[src/rtl/core/plsu_pkg.sv]
// -----------------------------------------------------------------------------
// plsu_pkg
// Shared types and constants for the positional list store unit.
// -----------------------------------------------------------------------------
package plsu_pkg;

   // store geometry
   localparam int CAPACITY   = 64;
   localparam int ELEM_WIDTH = 32;
   localparam int ADDR_W     = $clog2(CAPACITY);
   localparam int CNT_W      = $clog2(CAPACITY + 1);

   // transaction field widths
   localparam int TYPE_W   = 3;
   localparam int POS_W    = 7;
   localparam int VAL_W    = 32;
   localparam int STATUS_W = 2;
   localparam int COUNT_W  = 7;

   // width used for position/count comparisons, with one bit of headroom
   localparam int CMP_W = ((POS_W > CNT_W) ? POS_W : CNT_W) + 1;

   typedef enum logic [TYPE_W-1:0] {
      OP_INSERT = 3'd0,
      OP_DELETE = 3'd1,
      OP_APPEND = 3'd2,
      OP_CLEAR  = 3'd3,
      OP_READ   = 3'd4,
      OP_NOP5   = 3'd5,
      OP_NOP6   = 3'd6,
      OP_NOP7   = 3'd7
   } op_type;

   typedef enum logic [STATUS_W-1:0] {
      ST_OK    = 2'd0,
      ST_RANGE = 2'd1,
      ST_FULL  = 2'd2,
      ST_RSVD  = 2'd3
   } status_type;

   typedef enum logic [5:0] {
      S_IDLE  = 6'b000001,
      S_EXEC  = 6'b000010,
      S_SHIFT = 6'b000100,
      S_PUT   = 6'b001000,
      S_READ  = 6'b010000,
      S_RESP  = 6'b100000
   } state_type;

endpackage

[src/rtl/core/plsu_req_if.sv]
// -----------------------------------------------------------------------------
// plsu_req_if
// Request channel: valid/ready handshake with request type, position, value.
// -----------------------------------------------------------------------------
interface plsu_req_if;

   logic                      valid;
   logic                      ready;
   logic [plsu_pkg::TYPE_W-1:0] req_type;
   logic [plsu_pkg::POS_W-1:0]  position;
   logic [plsu_pkg::VAL_W-1:0]  value_in;

   modport source (output valid, output req_type, output position, output value_in,
                   input ready);
   modport sink   (input valid, input req_type, input position, input value_in,
                   output ready);

endinterface

[src/rtl/core/plsu_rsp_if.sv]
// -----------------------------------------------------------------------------
// plsu_rsp_if
// Response channel: valid/ready handshake with status, value read and count.
// -----------------------------------------------------------------------------
interface plsu_rsp_if;

   logic                          valid;
   logic                          ready;
   logic [plsu_pkg::STATUS_W-1:0] status;
   logic [plsu_pkg::VAL_W-1:0]    value_out;
   logic [plsu_pkg::COUNT_W-1:0]  count_out;

   modport source (output valid, output status, output value_out, output count_out,
                   input ready);
   modport sink   (input valid, input status, input value_out, input count_out,
                   output ready);

endinterface

[src/rtl/core/plsu_ram.sv]
// -----------------------------------------------------------------------------
// plsu_ram
// Generic simple dual-port RAM: one write port, one read port, registered read.
// -----------------------------------------------------------------------------
module plsu_ram #(
   parameter int WIDTH = 32,
   parameter int DEPTH = 64
) (
   input  logic                     clock,
   input  logic                     wr_en,
   input  logic [$clog2(DEPTH)-1:0] wr_addr,
   input  logic [WIDTH-1:0]         wr_data,
   input  logic                     rd_en,
   input  logic [$clog2(DEPTH)-1:0] rd_addr,
   output logic [WIDTH-1:0]         rd_data
);

   logic [WIDTH-1:0] mem [DEPTH];
   logic [WIDTH-1:0] rd_data_ff;

   always_ff @(posedge clock) begin
      if (wr_en) begin
         mem[wr_addr] <= wr_data;
      end
      if (rd_en) begin
         rd_data_ff <= mem[rd_addr];
      end
   end

   assign rd_data = rd_data_ff;

endmodule

[src/rtl/core/positional_list_store_unit.sv]
// -----------------------------------------------------------------------------
// positional_list_store_unit
// Ordered list in a fixed RAM with a count: insert/delete by position, append,
// clear and read-next, each answered by one response transaction.
// -----------------------------------------------------------------------------
// Path to the response register: insert goes through the shift and put states,
//   delete through the shift state, append through the put state and read-next
//   through the RAM read state; clear and unused codes go straight to response.
// Throughput: one request at a time, one entry moved per cycle through the RAM;
//   ready again as the response loads into the output register.
// Reset: synchronous, active high; clears count and handshake state, not RAM.
// -----------------------------------------------------------------------------
module positional_list_store_unit (
   input  logic              clock,
   input  logic              reset,
   plsu_req_if.sink          req_if,
   plsu_rsp_if.source        rsp_if
);

   // ---------------------------------------------------------------------------
   // sequencer state and captured request
   // ---------------------------------------------------------------------------
   plsu_pkg::state_type state_ff, state_in;

   plsu_pkg::op_type                  op_ff;
   logic [plsu_pkg::POS_W-1:0]        pos_ff;
   logic [plsu_pkg::ELEM_WIDTH-1:0]   val_ff;

   logic [plsu_pkg::CNT_W-1:0]        count_ff, count_in;

   // shift engine: read pointer, reads left, direction, write pending from last read
   logic [plsu_pkg::ADDR_W-1:0]       rd_addr_ff, rd_addr_in;
   logic [plsu_pkg::CNT_W-1:0]        rd_left_ff, rd_left_in;
   logic                              up_ff, up_in;
   logic                              pend_ff, pend_in;
   logic [plsu_pkg::ADDR_W-1:0]       pend_addr_ff, pend_addr_in;
   logic [plsu_pkg::ADDR_W-1:0]       put_addr_ff, put_addr_in;

   // result held until the output register is free
   plsu_pkg::status_type              res_status_ff, res_status_in;
   logic [plsu_pkg::ELEM_WIDTH-1:0]   res_value_ff, res_value_in;

   // output register
   logic                              rsp_valid_ff, rsp_valid_in;
   logic [plsu_pkg::STATUS_W-1:0]     rsp_status_ff, rsp_status_in;
   logic [plsu_pkg::VAL_W-1:0]        rsp_value_ff, rsp_value_in;
   logic [plsu_pkg::COUNT_W-1:0]      rsp_count_ff, rsp_count_in;

   // RAM ports
   logic                              ram_wr_en;
   logic [plsu_pkg::ADDR_W-1:0]       ram_wr_addr;
   logic [plsu_pkg::ELEM_WIDTH-1:0]   ram_wr_data;
   logic                              ram_rd_en;
   logic [plsu_pkg::ADDR_W-1:0]       ram_rd_addr;
   logic [plsu_pkg::ELEM_WIDTH-1:0]   ram_rd_data;

   // comparison views, one bit wider than either operand
   logic [plsu_pkg::CMP_W-1:0]        pos_x;
   logic [plsu_pkg::CMP_W-1:0]        cnt_x;
   logic                              req_take;

   assign pos_x    = plsu_pkg::CMP_W'(pos_ff);
   assign cnt_x    = plsu_pkg::CMP_W'(count_ff);
   assign req_take = req_if.valid && req_if.ready;

   // ---------------------------------------------------------------------------
   // entry store
   // ---------------------------------------------------------------------------
   plsu_ram #(
      .WIDTH (plsu_pkg::ELEM_WIDTH),
      .DEPTH (plsu_pkg::CAPACITY)
   ) u_store (
      .clock   (clock),
      .wr_en   (ram_wr_en),
      .wr_addr (ram_wr_addr),
      .wr_data (ram_wr_data),
      .rd_en   (ram_rd_en),
      .rd_addr (ram_rd_addr),
      .rd_data (ram_rd_data)
   );

   // ---------------------------------------------------------------------------
   // sequencer
   // ---------------------------------------------------------------------------
   always_comb begin
      state_in      = state_ff;
      count_in      = count_ff;
      rd_addr_in    = rd_addr_ff;
      rd_left_in    = rd_left_ff;
      up_in         = up_ff;
      pend_in       = 1'b0;
      pend_addr_in  = pend_addr_ff;
      put_addr_in   = put_addr_ff;
      res_status_in = res_status_ff;
      res_value_in  = res_value_ff;

      ram_wr_en     = 1'b0;
      ram_wr_addr   = pend_addr_ff;
      ram_wr_data   = ram_rd_data;
      ram_rd_en     = 1'b0;
      ram_rd_addr   = rd_addr_ff;

      rsp_valid_in  = rsp_valid_ff && !rsp_if.ready;
      rsp_status_in = rsp_status_ff;
      rsp_value_in  = rsp_value_ff;
      rsp_count_in  = rsp_count_ff;

      case (state_ff)
         plsu_pkg::S_IDLE: begin
            if (req_take) begin
               state_in = plsu_pkg::S_EXEC;
            end
         end

         plsu_pkg::S_EXEC: begin
            res_status_in = plsu_pkg::ST_OK;
            res_value_in  = '0;
            state_in      = plsu_pkg::S_RESP;
            case (op_ff)
               plsu_pkg::OP_INSERT: begin
                  if (pos_x == '0 || pos_x > cnt_x + plsu_pkg::CMP_W'(1)) begin
                     res_status_in = plsu_pkg::ST_RANGE;
                  end else if (cnt_x == plsu_pkg::CMP_W'(plsu_pkg::CAPACITY)) begin
                     res_status_in = plsu_pkg::ST_FULL;
                  end else begin
                     // move entries [pos-1 .. count-1] up by one, top first
                     rd_addr_in  = plsu_pkg::ADDR_W'(count_ff - plsu_pkg::CNT_W'(1));
                     rd_left_in  = plsu_pkg::CNT_W'(cnt_x + plsu_pkg::CMP_W'(1) - pos_x);
                     up_in       = 1'b1;
                     put_addr_in = plsu_pkg::ADDR_W'(pos_ff - plsu_pkg::POS_W'(1));
                     state_in    = plsu_pkg::S_SHIFT;
                  end
               end
               plsu_pkg::OP_DELETE: begin
                  if (pos_x == '0 || pos_x > cnt_x) begin
                     res_status_in = plsu_pkg::ST_RANGE;
                  end else begin
                     // move entries [pos .. count-1] down by one, bottom first
                     rd_addr_in = plsu_pkg::ADDR_W'(pos_ff);
                     rd_left_in = plsu_pkg::CNT_W'(cnt_x - pos_x);
                     up_in      = 1'b0;
                     state_in   = plsu_pkg::S_SHIFT;
                  end
               end
               plsu_pkg::OP_APPEND: begin
                  if (cnt_x == plsu_pkg::CMP_W'(plsu_pkg::CAPACITY)) begin
                     res_status_in = plsu_pkg::ST_FULL;
                  end else begin
                     put_addr_in = plsu_pkg::ADDR_W'(count_ff);
                     state_in    = plsu_pkg::S_PUT;
                  end
               end
               plsu_pkg::OP_CLEAR: begin
                  count_in = '0;
               end
               plsu_pkg::OP_READ: begin
                  if (pos_x == '0 || pos_x + plsu_pkg::CMP_W'(1) > cnt_x ||
                      pos_x >= plsu_pkg::CMP_W'(plsu_pkg::CAPACITY)) begin
                     res_status_in = plsu_pkg::ST_RANGE;
                  end else begin
                     ram_rd_en   = 1'b1;
                     ram_rd_addr = plsu_pkg::ADDR_W'(pos_ff);
                     state_in    = plsu_pkg::S_READ;
                  end
               end
               default: begin
                  // unused codes: no change, ok status
               end
            endcase
         end

         plsu_pkg::S_SHIFT: begin
            // complete the move whose read was issued last cycle
            if (pend_ff) begin
               ram_wr_en = 1'b1;
            end
            if (rd_left_ff != '0) begin
               ram_rd_en    = 1'b1;
               pend_in      = 1'b1;
               pend_addr_in = up_ff ? rd_addr_ff + plsu_pkg::ADDR_W'(1)
                                    : rd_addr_ff - plsu_pkg::ADDR_W'(1);
               rd_addr_in   = up_ff ? rd_addr_ff - plsu_pkg::ADDR_W'(1)
                                    : rd_addr_ff + plsu_pkg::ADDR_W'(1);
               rd_left_in   = rd_left_ff - plsu_pkg::CNT_W'(1);
            end else if (!pend_ff) begin
               if (up_ff) begin
                  state_in = plsu_pkg::S_PUT;
               end else begin
                  count_in = count_ff - plsu_pkg::CNT_W'(1);
                  state_in = plsu_pkg::S_RESP;
               end
            end
         end

         plsu_pkg::S_PUT: begin
            ram_wr_en   = 1'b1;
            ram_wr_addr = put_addr_ff;
            ram_wr_data = val_ff;
            count_in    = count_ff + plsu_pkg::CNT_W'(1);
            state_in    = plsu_pkg::S_RESP;
         end

         plsu_pkg::S_READ: begin
            res_value_in = ram_rd_data;
            state_in     = plsu_pkg::S_RESP;
         end

         plsu_pkg::S_RESP: begin
            // hand over once the output register is free or being emptied
            if (!rsp_valid_ff || rsp_if.ready) begin
               rsp_valid_in  = 1'b1;
               rsp_status_in = res_status_ff;
               rsp_value_in  = plsu_pkg::VAL_W'(res_value_ff);
               rsp_count_in  = plsu_pkg::COUNT_W'(count_ff);
               state_in      = plsu_pkg::S_IDLE;
            end
         end

         default: begin
            state_in = plsu_pkg::S_IDLE;
         end
      endcase
   end

   // ---------------------------------------------------------------------------
   // control registers
   // ---------------------------------------------------------------------------
   always_ff @(posedge clock) begin
      if (reset) begin
         state_ff     <= plsu_pkg::S_IDLE;
         count_ff     <= '0;
         pend_ff      <= 1'b0;
         rsp_valid_ff <= 1'b0;
      end else begin
         state_ff     <= state_in;
         count_ff     <= count_in;
         pend_ff      <= pend_in;
         rsp_valid_ff <= rsp_valid_in;
      end
   end

   // ---------------------------------------------------------------------------
   // payload registers
   // ---------------------------------------------------------------------------
   always_ff @(posedge clock) begin
      if (req_take) begin
         op_ff  <= plsu_pkg::op_type'(req_if.req_type);
         pos_ff <= req_if.position;
         val_ff <= plsu_pkg::ELEM_WIDTH'(req_if.value_in);
      end
      rd_addr_ff    <= rd_addr_in;
      rd_left_ff    <= rd_left_in;
      up_ff         <= up_in;
      pend_addr_ff  <= pend_addr_in;
      put_addr_ff   <= put_addr_in;
      res_status_ff <= res_status_in;
      res_value_ff  <= res_value_in;
      rsp_status_ff <= rsp_status_in;
      rsp_value_ff  <= rsp_value_in;
      rsp_count_ff  <= rsp_count_in;
   end

   // ---------------------------------------------------------------------------
   // channel outputs
   // ---------------------------------------------------------------------------
   assign req_if.ready     = (state_ff == plsu_pkg::S_IDLE);
   assign rsp_if.valid     = rsp_valid_ff;
   assign rsp_if.status    = rsp_status_ff;
   assign rsp_if.value_out = rsp_value_ff;
   assign rsp_if.count_out = rsp_count_ff;

endmodule
[src/flat_wrapper.sv]
// flat-port wrapper written by rule: the top's interface ports become plain ports
module positional_list_store_unit_flat 
  (clock, reset, req_if_valid, req_if_req_type, req_if_position, req_if_value_in, req_if_ready, rsp_if_valid, rsp_if_status, rsp_if_value_out, rsp_if_count_out, rsp_if_ready);
  plsu_req_if req_if_i ();
  plsu_rsp_if rsp_if_i ();
  input  logic clock;
  input  logic reset;
  input wire logic [$bits(req_if_i.valid)-1:0] req_if_valid;
  input wire logic [$bits(req_if_i.req_type)-1:0] req_if_req_type;
  input wire logic [$bits(req_if_i.position)-1:0] req_if_position;
  input wire logic [$bits(req_if_i.value_in)-1:0] req_if_value_in;
  output wire logic [$bits(req_if_i.ready)-1:0] req_if_ready;
  output wire logic [$bits(rsp_if_i.valid)-1:0] rsp_if_valid;
  output wire logic [$bits(rsp_if_i.status)-1:0] rsp_if_status;
  output wire logic [$bits(rsp_if_i.value_out)-1:0] rsp_if_value_out;
  output wire logic [$bits(rsp_if_i.count_out)-1:0] rsp_if_count_out;
  input wire logic [$bits(rsp_if_i.ready)-1:0] rsp_if_ready;
  assign req_if_i.valid = req_if_valid;
  assign req_if_i.req_type = req_if_req_type;
  assign req_if_i.position = req_if_position;
  assign req_if_i.value_in = req_if_value_in;
  assign req_if_ready = req_if_i.ready;
  assign rsp_if_valid = rsp_if_i.valid;
  assign rsp_if_status = rsp_if_i.status;
  assign rsp_if_value_out = rsp_if_i.value_out;
  assign rsp_if_count_out = rsp_if_i.count_out;
  assign rsp_if_i.ready = rsp_if_ready;
  positional_list_store_unit u_core (.clock(clock), .reset(reset), .req_if(req_if_i), .rsp_if(rsp_if_i));
endmodule
[config.mk]
export PLATFORM = sky130hd
export DESIGN_NAME = positional_list_store_unit_flat
export DESIGN_NICKNAME = d
export VERILOG_FILES = /design/src/rtl/core/plsu_pkg.sv /design/src/rtl/core/plsu_req_if.sv /design/src/rtl/core/plsu_rsp_if.sv /design/src/rtl/core/plsu_ram.sv /design/src/rtl/core/positional_list_store_unit.sv /design/src/flat_wrapper.sv
export SDC_FILE = /design/constraint.sdc
export NUM_CORES = 2
export LEC_CHECK = 0
export BUFFER_PORTS_ARGS = -buffer_cell sky130_fd_sc_hd__buf_2
export CORE_MARGIN = 10
export CORE_UTILIZATION = 35
export DETAILED_ROUTE_END_ITERATION = 8
export SETUP_SLACK_MARGIN = 0.4
export SYNTH_ARGS = -nofsm -noshare
export SYNTH_HDL_FRONTEND = slang
export SYNTH_SLANG_ARGS = --single-unit
[constraint.sdc]
create_clock -name clock -period 6.14 [get_ports clock]
set_clock_uncertainty 0.2 [all_clocks]
set_input_delay 1.842 -clock clock [delete_from_list [all_inputs] [get_ports clock]]
set_output_delay 1.842 -clock clock [all_outputs]
set_load 0.1 [all_outputs]
After elaboration in Yosys (flattened, before gate mapping)
Memory sizes are Yosys's and may differ from the RTL's. A register that Yosys moved wholly into a read port is not among the register bits.
Cells that the tools add are included.
{"block": "totals", "reg_bits": 158, "ramBits": 2048, "inputBits": 46, "output_inout_bits": 43, "elab_cells": 145, "mem_count": 1}
{"block": "classes", "n_addsub": 10, "n_lt_le_gt_ge": 4, "eq_ne": 26, "n_mux": 60, "bitwise": 1, "reduce_logical": 26}
{"name": "u_core.u_store.mem", "depth": 64, "word_bits": 32, "read_ports": 1, "rd_clocked_by_memory_dff": 1, "wr": 1, "line_no": "plsu_ram.sv:18", "text": "logic [WIDTH-1:0] mem [DEPTH];"}
{"op": "6-bit 2-to-1 mux", "n": 23}
{"op": "32-bit case mux with 2 select lines", "n": 1}
{"op": "7-bit 2-to-1 mux", "n": 8}
{"op": "6-bit case mux with 2 select lines", "n": 3}
{"op": "32-bit 2-to-1 mux", "n": 1}
{"op": "6-bit case mux with 5 select lines", "n": 1}
{"op": "7-bit case mux with 2 select lines", "n": 2}
{"op": "6-bit case mux with 4 select lines", "n": 1}
{"op": "7-bit case mux with 3 select lines", "n": 1}
{"op": "2-bit != test, second input constant", "n": 9}
{"op": "7-bit by 1-bit adder with 8-bit output, second input constant", "n": 2}
{"op": "5-bit AND reduction", "n": 3}
{"op": "7-bit by 1-bit subtractor with 7-bit output, second input constant", "n": 2}
{"op": "7-bit subtractor", "n": 2}
{"op": "1-bit 2-to-1 mux", "n": 13}
{"op": "3-bit != test, second input constant", "n": 4}
{"op": "6-bit by 1-bit subtractor with 6-bit output, second input constant", "n": 2}
{"op": "7-bit by 8-bit > comparator with 1-bit output", "n": 1}
{"op": "8-bit by 7-bit > comparator with 1-bit output", "n": 1}
{"op": "8-bit logical NOT", "n": 1}
{"op": "2-bit case mux with 4 select lines", "n": 1}
{"op": "2-bit nonzero test", "n": 4}
{"op": "7-bit by 1-bit adder with 7-bit output, second input constant", "n": 1}
{"op": "7-bit == test, second input constant", "n": 1}
{"op": "other kinds (26)", "n": 39}

Depth between registers and ports, before layout
{"block": "logic_depth", "depth_word": 7, "mapped_depth": 21, "ltp_nobuf": 15}

Hierarchy
Synthesis repeated with hierarchy kept, for this count alone.
{"block": "unflattened", "cells_unflattened": 4202, "area_unflattened_um2": 87051.0}
{"mod": "plsu_ram", "instances": 1, "cells_per_inst": 3572, "area_each_um2": 79206.0}
{"mod": "positional_list_store_unit", "instances": 1, "cells_per_inst": 630, "area_each_um2": 7845.0}

Least setup slack after synthesis
OpenSTA, ideal clock, no wires.
{"block": "synth_path", "path_type": "reg2out", "from": "register u_core.state_ff[5]", "to": "output req_if_ready", "arrival_ns": 3.239, "required_time_ns": 4.098, "path_slack_ns": 0.859, "path_stages_with_launch": 3, "n_path_buf": 0, "path_cell_list": "dfxtp_1 or4_1 nor3b_1"}
{"block": "synth_via", "elab_chain_cells": 1}
{"item": "start: declaration", "line_no": "positional_list_store_unit.sv:23", "text": "plsu_pkg::state_type state_ff, state_in;"}
{"item": "start signal: assignment", "line_no": "positional_list_store_unit.sv:230", "text": "state_ff <= plsu_pkg::S_IDLE;"}
{"item": "start signal: assignment", "line_no": "positional_list_store_unit.sv:235", "text": "state_ff <= state_in;"}
{"item": "6-bit by 1-bit == test with 1-bit output", "line_no": "positional_list_store_unit.sv:266", "text": "assign req_if.ready = (state_ff == plsu_pkg::S_IDLE);"}
{"item": "end: declaration", "line_no": "flat_wrapper.sv:12", "text": "output wire logic [$bits(req_if_i.ready)-1:0] req_if_ready;"}
No other way between the ends.

Final worst setup path
{"block": "layout_path", "from": "register u_core.pos_ff[0] (netlist name)", "to": "register u_core.u_store.rd_data_ff[2], in the netlist u_core.u_store.rd_data[2] (read register of u_core.u_store.mem), data pin"}
{"block": "layout_via", "elab_chain_cells": 7}
{"item": "start: declaration", "line_no": "positional_list_store_unit.sv:26", "text": "logic [plsu_pkg::POS_W-1:0] pos_ff;"}
{"item": "start signal: assignment", "line_no": "positional_list_store_unit.sv:248", "text": "pos_ff <= req_if.position;"}
{"item": "7-bit by 1-bit adder with 8-bit output", "line_no": "positional_list_store_unit.sv:157", "text": "if (pos_x == '0 || pos_x + plsu_pkg::CMP_W'(1) > cnt_x ||"}
{"item": "8-bit by 7-bit > comparator with 1-bit output", "line_no": "positional_list_store_unit.sv:157"}
{"item": "1-bit logical OR (2 in series)", "line_no": "positional_list_store_unit.sv:157"}
{"item": "1-bit 2-to-1 mux or 6-bit 2-to-1 mux (tied branches)", "line_no": "positional_list_store_unit.sv:157"}
{"item": "1-bit 2-to-1 mux or 6-bit 2-to-1 mux (tied branches)", "line_no": "positional_list_store_unit.sv:119", "text": "case (op_ff)"}
{"item": "1-bit case mux with 2 select lines or 6-bit 2-to-1 mux (tied branches)", "line_no": "positional_list_store_unit.sv:108", "text": "case (state_ff)"}
{"item": "end: declaration", "line_no": "plsu_ram.sv:19", "text": "logic [WIDTH-1:0] rd_data_ff;"}
Several ways; a longest one is shown, not always the timed one.
A chain may end at the register's enable or synchronous reset.

==> impl_metrics.env <==
export IMPL_cts_tree="built"
export IMPL_n_fill_cell=22750
export IMPL_viasPerCell=5.611
export IMPL_worstHoldPathType="reg2reg"
export IMPL_grt_ovfl_total=0
export IMPL_hold_viol=0
export IMPL_final_util_pct=40.99
export IMPL_fmax_mhz=176.7
export IMPL_relSlewSlack_pct=11.38
export IMPL_syn2layout_area_growth_pct=16.31
export IMPL_synth_top_area_cell="edfxtp_1"
export IMPL_grt_pass1_wl_um=387600
export IMPL_setup_violations=0
export IMPL_hold_start="u_core.res_value_ff[5]"
export IMPL_maxCapViolCount=0
export IMPL_dr_pass1_iters=5
export IMPL_antenna_left=0
export IMPL_antenna_found_initial=16
export IMPL_synth_area_um2=88750
export IMPL_regArea_um2=67050
export IMPL_clkSinkCount=2238
export IMPL_cts_root_buffer="clkbuf_16"
export IMPL_worst_pin_slew_ps=1329
export IMPL_synth_edf_count=2223
export IMPL_synth_main_ff_cell="edfxtp_1"
export IMPL_cp_required_ps=6540
export IMPL_yosys_warnings=0
export IMPL_min_period_ps=5660
export IMPL_place_congestion=0.8976
export IMPL_finalNonFillerCells=9877
export IMPL_cp_max_fo=71
export IMPL_clk_latency_ps=870
export IMPL_synth_area_leaders="edfxtp_1 (75%), mux2i_1 (5.5%), nand2_1 (5.1%)"
export IMPL_outcome="complete, no violations"
export IMPL_multi_input_area_um2=20770
export IMPL_yosys_top_cells_count="edfxtp_1 (2223), nand2_1 (1207), mux2i_1 (485), a21oi_1 (384), nand3_1 (230)"
export IMPL_irDropWorstVdd_mv=0.2700
export IMPL_htree_num_levels=4
export IMPL_num_vias=55420
export IMPL_drive_gt1_share_pct=14.79
export IMPL_dp_cells=9459
export IMPL_reg2reg_to="u_core.u_store.rd_data[2]"
export IMPL_chipWidth_um=523.6
export IMPL_routedWlPerCell_um=27.85
export IMPL_tns_ps=0
export IMPL_initial_core_util_pct=35.24
export IMPL_syn_inst=6014
export IMPL_criticalPathCategory="reg2reg"
export IMPL_synth_most_common_cell="edfxtp_1"
export IMPL_seq_area_frac_synth_pct=75.55
export IMPL_layout_setup_ws_ps=479.8
export IMPL_drc=0
export IMPL_pre_cts_slack_ps=-462.7
export IMPL_grt_usage_pct=19.26
export IMPL_p_per_area_nw_per_um2=289.3
export IMPL_rrSetupSlack_ps=480
export IMPL_power_mw=29.87
export IMPL_reg2reg_depth=17
export IMPL_final_area_um2=103200
export IMPL_reg2reg_from="u_core.pos_ff[0]"
export IMPL_synthArstFlopShare_pct=0
export IMPL_cts_buffers=213
export IMPL_io_buffers=88
export IMPL_io_pins=89
export IMPL_drt_wl_total_um=275100
export IMPL_p_leak_nw=34.94
export IMPL_min_to="u_core.rsp_if.value_out[5]"
export IMPL_place_area_um2=95960
export IMPL_die_y_um=523.6
export IMPL_grt_pass1_vias=52270
export IMPL_startpoint_type="flip-flop"
export IMPL_die_area_um2=274100
export IMPL_end_kind="flip-flop"
export IMPL_fin_nets=6426
export IMPL_grt_max_degree=143
export IMPL_postSynthAreaPerCell_um2=14.76
export IMPL_rows=184
export IMPL_synth_top_area_share_pct=75.21
export IMPL_rsz0062_at_grt="true"
export IMPL_drt_iter0_drc=7461
export IMPL_slew_viol_final=0
export IMPL_synth_fp_nets=6097
export IMPL_whs_ps=211.0
export IMPL_dp_hpwl_um=158300
export IMPL_clkTransAtPathRegs_ps=60
export IMPL_hold_path_depth=0
export IMPL_yosys_register_bits=2238
export IMPL_critPathArrivalTime_ps=6060
export IMPL_cts_buffer_depth=3
export IMPL_synth_cell_types=69
export IMPL_core_um2=251900
export IMPL_min_period_over_period_pct=92.18
==> placed cells by master (no fill, tap or decap), drive strengths merged, types with 19 or more instances in the layout <==
cell / instances
edfxtp: 2223
nand2: 1207
mux2i: 488
buf: 461
a21oi: 384
clkbuf: 270
nand3: 230
o22ai: 169
nor4: 121
nor3: 112
nor2: 107
clkinv: 100
o21ai: 72
o221ai: 54
inv: 44
mux2: 38
and2: 38
ha: 35
a21boi: 30
xnor2: 29
a31oi: 27
or3: 22
a221oi: 22
o211a: 20
nand4: 19
==> how the worst max path moves through the flow <==
| stage | from | endpoint | depth (start not counted) |
|---|---|---|---|
| finish | u_core.pos_ff[0] | u_core.u_store.rd_data[2] | 17 |
| global route | u_core.pos_ff[0] | u_core.u_store.rd_data[30] | 18 |
| CTS | u_core.pos_ff[0] | u_core.u_store.rd_data[30] | 17 |
| detailed placement | u_core.pos_ff[0] | u_core.u_store.rd_data[30] | 16 |
| global placement | u_core.pos_ff[0] | u_core.u_store.rd_data[30] | 17 |
| floorplan | u_core.state_ff[5] | req_if_ready | 2 |
==> where the power goes <==
group / total (mW) / internal [mW] / switching [mW]
logic: 0.257 / 0.0885 / 0.169
registers: 16.6 / 16.6 / 0.0216
clock network: 13.0 / 7.24 / 5.76
total: 29.9 / 23.9 / 5.95
==> worst max-delay path, stage by stage (launching register included) <==
cell and delay, ps:
edfxtp_1 500, buf_4 210, inv_1 170, ha_1 290
ha_1 320, nand4_1 130, or2_1 250, a211o_1 320
or3_1 460, buf_4 270, and3_1 260, a31oi_4 210
buf_4 170, buf_12 350, a21oi_1 90, nor4_1 640
nor3_2 220, o211a_1 270
==> registers in the layout, indices dropped and copies added, names as in the netlist, 7 cells and up <==
signal	flops
u_core.pos_ff	7
u_core.rd_left_ff	7
u_core.val_ff	32
u_core.res_value_ff	32
u_core.rsp_if.value_out	32
u_core.u_store.mem	2048
u_core.u_store.rd_data	32
u_core.rsp_if.count_out	7
u_core.count_ff	7
==> cell families (layout without fill, tap and decap cells) <==
group           Yosys count  after routing  share of synthesized area (%)
flops                  2238           2238                          75.55
simple gates           1914           1914                          9.342
compound gates          869            869                          6.092
mux                     526            526                          6.028
buf+inv                 389            899                          2.044
xor+xnor                 41             41                         0.4046
fa+ha+maj                37             37                         0.5385
other cells               0              5                              0
==> cell type report <==
type | instances | share of cell area (%)
Antenna cell | 5 | 0.01212
Multi-Input combinational cell | 3387 | 20.12
Inverter | 39 | 0.1418
Sequential cell | 2238 | 64.95
Clock inverter | 129 | 1.181
Clock buffer | 267 | 5.440
Timing Repair Buffer | 464 | 4.097
Tap cell | 3348 | 4.058
==> repair_timing <==
item                                    in CTS  in global routing
endpoints found under the setup margin      29                 22
cloned                                       0                  3
hold buffers                                 0                  0
hold endpoints to repair                     0                  0
pin swaps                                    0                  2
buffers inserted                             3                 11
gates resized for setup                      8                 41
==> per-layer routing <==
layer	up-vias	part of all wire, %	global-route usage (%)
li1	23510	-	-
met1	28260	41	27.09
met2	3171	46	30.39
met3	474	11	3.722
met4	8	2.8	5.615
met5	-	0.021	0
No activity file was read; power rests on OpenSTA's default activity.
